## src/rtl/core/scacc_pkg.sv

```systemverilog
// Shared types and constants for the sparse coordinate accumulator.
package scacc_pkg;

   localparam int DefaultEntryCapacity = 256;
   localparam int DefaultIndexBits     = 16;
   localparam int PortCoordBits        = 16;

   localparam logic ACT_ADD  = 1'b0;
   localparam logic ACT_READ = 1'b1;

   typedef struct packed {
      logic                     valid;
      logic                     add;
      logic [PortCoordBits-1:0] row;
      logic [PortCoordBits-1:0] col;
      logic signed [31:0]       quantity;
      logic signed [31:0]       value;
      logic                     found;
      logic                     done;
   } token_type;

endpackage

```

## src/rtl/core/scacc_cell.sv

```systemverilog
// One table entry of the accumulator chain with its token stage.
module scacc_cell
   import scacc_pkg::*;
#(
   parameter int COORD_BITS = DefaultIndexBits
) (
   input  logic      clock,
   input  logic      reset,
   input  logic      advance,
   input  token_type tok_in,
   output token_type tok_out,
   output logic      occupied
);

   logic                  ent_valid_ff, ent_valid_in;
   logic [COORD_BITS-1:0] ent_row_ff, ent_col_ff;
   logic signed [31:0]    ent_value_ff, ent_value_in;
   token_type             tok_ff, tok_in_next;
   logic                  hit, claim;
   logic signed [31:0]    sum;

   assign hit   = tok_in.valid && ent_valid_ff && !tok_in.done
                  && (tok_in.row[COORD_BITS-1:0] == ent_row_ff)
                  && (tok_in.col[COORD_BITS-1:0] == ent_col_ff);
   assign claim = tok_in.valid && !ent_valid_ff && !tok_in.done;
   assign sum   = ent_value_ff + tok_in.quantity;

   always_comb begin
      tok_in_next  = tok_in;
      ent_valid_in = ent_valid_ff;
      ent_value_in = ent_value_ff;
      if (hit) begin
         tok_in_next.found = 1'b1;
         tok_in_next.done  = 1'b1;
         if (tok_in.add) begin
            tok_in_next.value = sum;
            ent_value_in      = sum;
         end else begin
            tok_in_next.value = ent_value_ff;
         end
      end else if (claim) begin
         tok_in_next.found = 1'b0;
         tok_in_next.done  = 1'b1;
         if (tok_in.add) begin
            tok_in_next.value = tok_in.quantity;
            ent_value_in      = tok_in.quantity;
            ent_valid_in      = 1'b1;
         end else begin
            tok_in_next.value = 32'sd0;
         end
      end
   end

   always_ff @(posedge clock) begin
      if (reset) begin
         ent_valid_ff <= 1'b0;
         tok_ff       <= '0;
      end else if (advance) begin
         ent_valid_ff <= ent_valid_in;
         tok_ff       <= tok_in_next;
      end
   end

   always_ff @(posedge clock) begin
      if (advance) begin
         ent_value_ff <= ent_value_in;
         if (claim && tok_in.add) begin
            ent_row_ff <= tok_in.row[COORD_BITS-1:0];
            ent_col_ff <= tok_in.col[COORD_BITS-1:0];
         end
      end
   end

   assign tok_out  = tok_ff;
   assign occupied = ent_valid_ff;

endmodule

```

## config.mk

```make
export PLATFORM = sky130hd
export DESIGN_NAME = scacc_cell
export DESIGN_NICKNAME = d
export VERILOG_FILES = /design/src/rtl/core/scacc_pkg.sv /design/src/rtl/core/scacc_cell.sv
export SDC_FILE = /design/constraint.sdc
export NUM_CORES = 1
export LEC_CHECK = 0
export ABC_AREA = 1
export BUFFER_PORTS_ARGS = -buffer_cell sky130_fd_sc_hd__buf_2
export CAP_MARGIN = 30
export CORE_MARGIN = 5
export CORE_UTILIZATION = 56
export CTS_CLUSTER_DIAMETER = 30
export DETAILED_ROUTE_END_ITERATION = 10
export PLACE_DENSITY_LB_ADDON = 0.3
export SLEW_MARGIN = 30
export SYNTH_ARGS = -nofsm -noshare
export SYNTH_HDL_FRONTEND = slang
export SYNTH_SLANG_ARGS = --single-unit
export TNS_END_PERCENT = 20
```

## constraint.sdc

```tcl
create_clock -name clock -period 5.1 [get_ports clock]
set_input_delay 1.02 -clock clock [delete_from_list [all_inputs] [get_ports clock]]
set_output_delay 1.02 -clock clock [all_outputs]
set_load 0.03 [all_outputs]
```

---- After elaboration in Yosys (flattened, before gate mapping) ----
Index checks and enable logic that the tools add are counted.
cells by class
  bitwise operators ....................... 1
  add/sub/neg operators ................... 1
  equal/unequal tests ..................... 2
  muxes and demuxes ....................... 7
  reduce and logical (&&, ||, !) cells .... 14
operators by type and width
  operator             count
  $mux W32             5
  $mux W34             2
  $add A32 B32 Y32     1
  $eq A16 B16 Y1       2
  $logic_and A1 B1 Y1  7
  $reduce_and A4 Y1    1
  $reduce_bool A2 Y1   2
  $reduce_and A3 Y1    1
  $logic_not A1 Y1     2
  $reduce_and A2 Y1    1
  $not A1 Y1           1
storage, ports and cells
  bits in registers ....................... 165
  logic and storage cells ................. 37
  input port bits ......................... 103

---- Depth between registers and ports, before layout ----
  depth after elaboration ................. 6
  gate-level depth with buffers ........... 15
  depth with buffers taken out ............ 15

---- Worst setup path before layout ----
Ideal clock, no wire load.
  path type ............................... input to register
  from .................................... input port tok_in[86] (netlist name)
  to ...................................... register ent_value_ff[0], enable pin
  stages .................................. 8
  setup time .............................. 433 ps
  slack ................................... 1011 ps
  data arrival time ....................... 3657 ps
  cell sequence ........................... xnor2_1 nand2_1 inv_1 nand2_1 nor3_4 nand3_4 clkbuf_1 o22ai_1
between the ends
  cells in the longest elaborated chain, start to end .. 5
  elaborated cells between the ends (all ways) .. 6
  those cells by class .................... eq/ne (1); reduce/logical (5)
ends and longest elaborated chain
  what                             line              source
  start: declaration               scacc_cell.sv:10  input token_type tok_in,
  $eq A16 B16 Y1 (*)               scacc_cell.sv:23  && (tok_in.row[COORD_BITS-1:0] == ent_row_ff)
  $logic_and A1 B1 Y1 (*)          scacc_cell.sv:23
  $logic_and A1 B1 Y1 (*)          scacc_cell.sv:24  && (tok_in.col[COORD_BITS-1:0] == ent_col_ff);
  $reduce_bool A2 Y1 (no line)     n/a
  $reduce_and A3 Y1 (no line) (*)  n/a
  end signal: assignment           scacc_cell.sv:66  ent_value_ff <= ent_value_in;
  end: declaration                 scacc_cell.sv:17  logic signed [31:0] ent_value_ff, ent_value_in;
Every way passes the cells marked *; elsewhere a longest branch is shown, timed or not.
A chain may end at the register's enable or synchronous reset.

---- Worst setup path in the final report ----
  from .................................... input port tok_in[76] (netlist name)
  to ...................................... register ent_value_ff[17], enable pin
between the ends
  cells in the longest elaborated chain, start to end .. 4
  elaborated cells between the ends (all ways) .. 5
  those cells by class .................... eq/ne (1); reduce/logical (4)
ends and longest elaborated chain
  what                             line
  $eq A16 B16 Y1 (*)               scacc_cell.sv:24
  $logic_and A1 B1 Y1 (*)          scacc_cell.sv:24
  $reduce_bool A2 Y1 (no line)     n/a
  $reduce_and A3 Y1 (no line) (*)  n/a
Marks and branches as above.

==> reports/qor.yml <==
synth:
  synth-edff-count: 64
  syn_area_um2: 9890
  ys_top_cells_by_area: "dfxtp_1 20%, edfxtp_1 19%, nand2_1 16%"
  yosysUniqueCellTypes: 30
  ys_seq_elements: 165
  syn_area_per_cell_um2: 6.69
  synth_common_cells: "409 x nand2_1, 247 x nor2_1, 175 x inv_1, 117 x o21ai_0, 112 x nand3_1"
  ys_seq_area_share_pct: 39.9
  synth.most_common_cell: "nand2_1"
  synth_top_area_share_pct: 20.4
  postSynth.asyncResetShare_pct: 0
  yosys_warnings: 0
  ys.flop_type: "dfxtp_1"
  synth_nets: 1613
  synth_top_area_cell: "dfxtp_1"
  syn_inst: 1478
routing:
  wl_per_cell_um: 16.4
  wl_um: 31100
  dr.pass1.iters: 5
  drt_iter0_markers: 927
  drtAntennaViolNets: 0
  drc: 0
  viasPerCell: 5.44
  num_vias: 10300
sta:
  fin_crit_sh_pct: 63.1
  fin_setup_tns_ps: 0
  fmax_mhz: 311
  finalHoldViolations: 0
  setup_violations: 0
  worst_slew_pin_slew_ps: 829
  holdWs_ps: 483
  min_period_ps: 3220
  rsz0062_at_grt: "no"
  max_slew_margin_pct: 44.7
  slew_viol_final: 0
  fin_skew_ps: 9.16
worst_setup_path:
  crit_arrival_ps: 3300
  critPathMaxStageDelay_ps: 560
  critPathRequiredTime_ps: 5190
  critPathMaxFanout: 55
  r2r_setup_slack_ps: 2200
  crit_chain: "buf_2 > xnor2_1 > nand2_1 > nor3_4 > nand3_4 > o22ai_2 > buf_4"
  worst-path-buf-inv: 2
  critPathLaunchType: "input port"
  path_delay_family: "simple AND/OR/NAND/NOR gates"
  crit_path_top_delay_cell: "nand3_4"
  path_class: "input port to flip-flop"
  endpoint_kind: "flip-flop"
floorplan:
  start_util_pct: 57.2
  die_x_um: 143
  rows: 48
  pin_count: 204
  core_area_um2: 17300
  die_height_um: 143
  dieArea_um2: 20400
power_and_ir_drop:
  leakage_uw: 0.00607
  power_density_nw_per_um2: 295
  ir_drop_uv: 253
final_layout:
  final_net_count: 1788
  n_antenna_cell: 0
  areaGrowthSynthToFinish_pct: 17.5
  fill_cells: 1572
  drive_gt1_share_pct: 15.8
cts:
  clock_sinks: 165
  postCtsSetupBuffers: 0
  htree_num_levels: 4
  cts_tree: "yes"
  cts_resized: 0
  cts_made_buffers: 17
  cts_hold_buffers: 0
  clkTransAtPathRegs_ps: 70
  clock_path_buffers: 2
  clkLatencyLatePin_ps: 440
  cts_root_buffer: "clkbuf_16"
global_routing:
  antenna_found_initial: 4
  grt-busiest-layer: "met2"
  grt_pass1_wl_um: 49500
  grt.overflow.total: 0
  grt_max_degree: 80
  grt_use_total_pct: 30.5
  grt.met1_usage_pct: 40.4
  gr-usage-met2_pct: 48.1
  grt_pass1_vias: 9742
  grt_use_met3_pct: 8.41
place:
  dp_hpwl_um: 23500
  gp_congestion: 1.03
  io_buffers: 203
run_status:
  status: "finished clean"
worst_hold_path:
  worstHoldPathType: "flip-flop to flip-flop"
job:
  max_cap_viol_count: 0
worst paths after layout:
| path | start | end | cells after the start |
|---|---|---|---|
| worst min register to register | tok_out[98]$_SDFFE_PP0P_ | tok_out[98]$_SDFFE_PP0P_ | 2 |
| worst max register to register | ent_row_ff[5]$_DFFE_PP_ | ent_value_ff[17]$_DFFE_PP_ | 8 |
| worst max-delay path | tok_in[76] | ent_value_ff[17]$_DFFE_PP_ | 7 |
| worst min-delay path | tok_out[98]$_SDFFE_PP0P_ | tok_out[98]$_SDFFE_PP0P_ | 2 |
through the flow:
step | std cells | power [uW] | util [%] | area, um^2 | setup slack (ps)
2_1_floorplan | 1478 | 1920 | - | 9890 | 1010
3_3_place_gp | 1859 | 2140 | 63.8 | 11000 | 1470
3_5_place_dp | 1859 | 2150 | 63.8 | 11000 | 1460
4_1_cts | 1891 | 3420 | 67.2 | 11600 | 1910
5_1_grt | 1891 | 3560 | 67.2 | 11600 | 1640
6_report | 1891 | 3430 | 67.2 | 11600 | 1880
tightest hold or removal path: cells and delay by family, from the launching register on:
| family | cells | cell delay [ps] |
|---|---|---|
| AO/OA/AOI/OAI | 1 | 60 |
| flip-flops | 1 | 310 |
| AND/OR/NAND/NOR | 1 | 60 |
report_power, final:
group	leakage, uW	total [uW]	switching (uW)	internal, uW
combinational	0.00435	665	461	203
clock	0.000295	1290	596	698
sequential	0.00142	1470	32.9	1430
routing by layer:
metal | wire length (um) | part of all wire, % | vias up
li1 | - | - | 5062
met1 | 12700 | 41 | 4671
met2 | 14200 | 46 | 469
met3 | 3230 | 10 | 77
met4 | 865 | 2.8 | 8
met5 | 46 | 0.15 | -
cells in the final DEF (no fill, tap or decap), types with 17 or more instances in the layout:
master and instances:
a21oi_1 72, buf_2 202, clkbuf_16 17, dfxtp_1 101
edfxtp_1 64, ha_1 31, inv_1 173, nand2_1 409
nand3_1 112, nand4_1 18, nor2_1 245, o21ai_0 117
xnor2_1 28
flip-flops by register name, indices dropped and copies added (netlist names):
| name | cells |
|---|---|
| tok_out | 100 |
| ent_row_ff | 16 |
| ent_col_ff | 16 |
| ent_value_ff | 32 |
| occupied | 1 |
cell families (layout without fill, tap and decap cells):
| kind of cell | Yosys count | count (layout) | synth area share [%] |
|---|---|---|---|
| AO/OA/AOI/OAI | 199 | 199 | 10.2 |
| XOR/XNOR | 33 | 33 | 2.92 |
| adder cells (fa/ha/maj) | 32 | 32 | 4.12 |
| buffers and inverters | 232 | 420 | 9.02 |
| flip-flops | 165 | 165 | 39.9 |
| multiplexers | 1 | 1 | 0.101 |
| AND/OR/NAND/NOR | 816 | 816 | 33.7 |
area by class of cell:
cell class | instances | area [um^2] | area share [%]
inverter | 176 | 661 | 5.68
timing repair buffer | 212 | 1090 | 9.34
sequential | 165 | 3940 | 33.9
multi-input combinational | 1081 | 5070 | 43.6
tap | 225 | 282 | 2.42
clock inverter | 15 | 163 | 1.40
clock buffer | 17 | 425 | 3.66
Power figures use the tool's default switching activity.
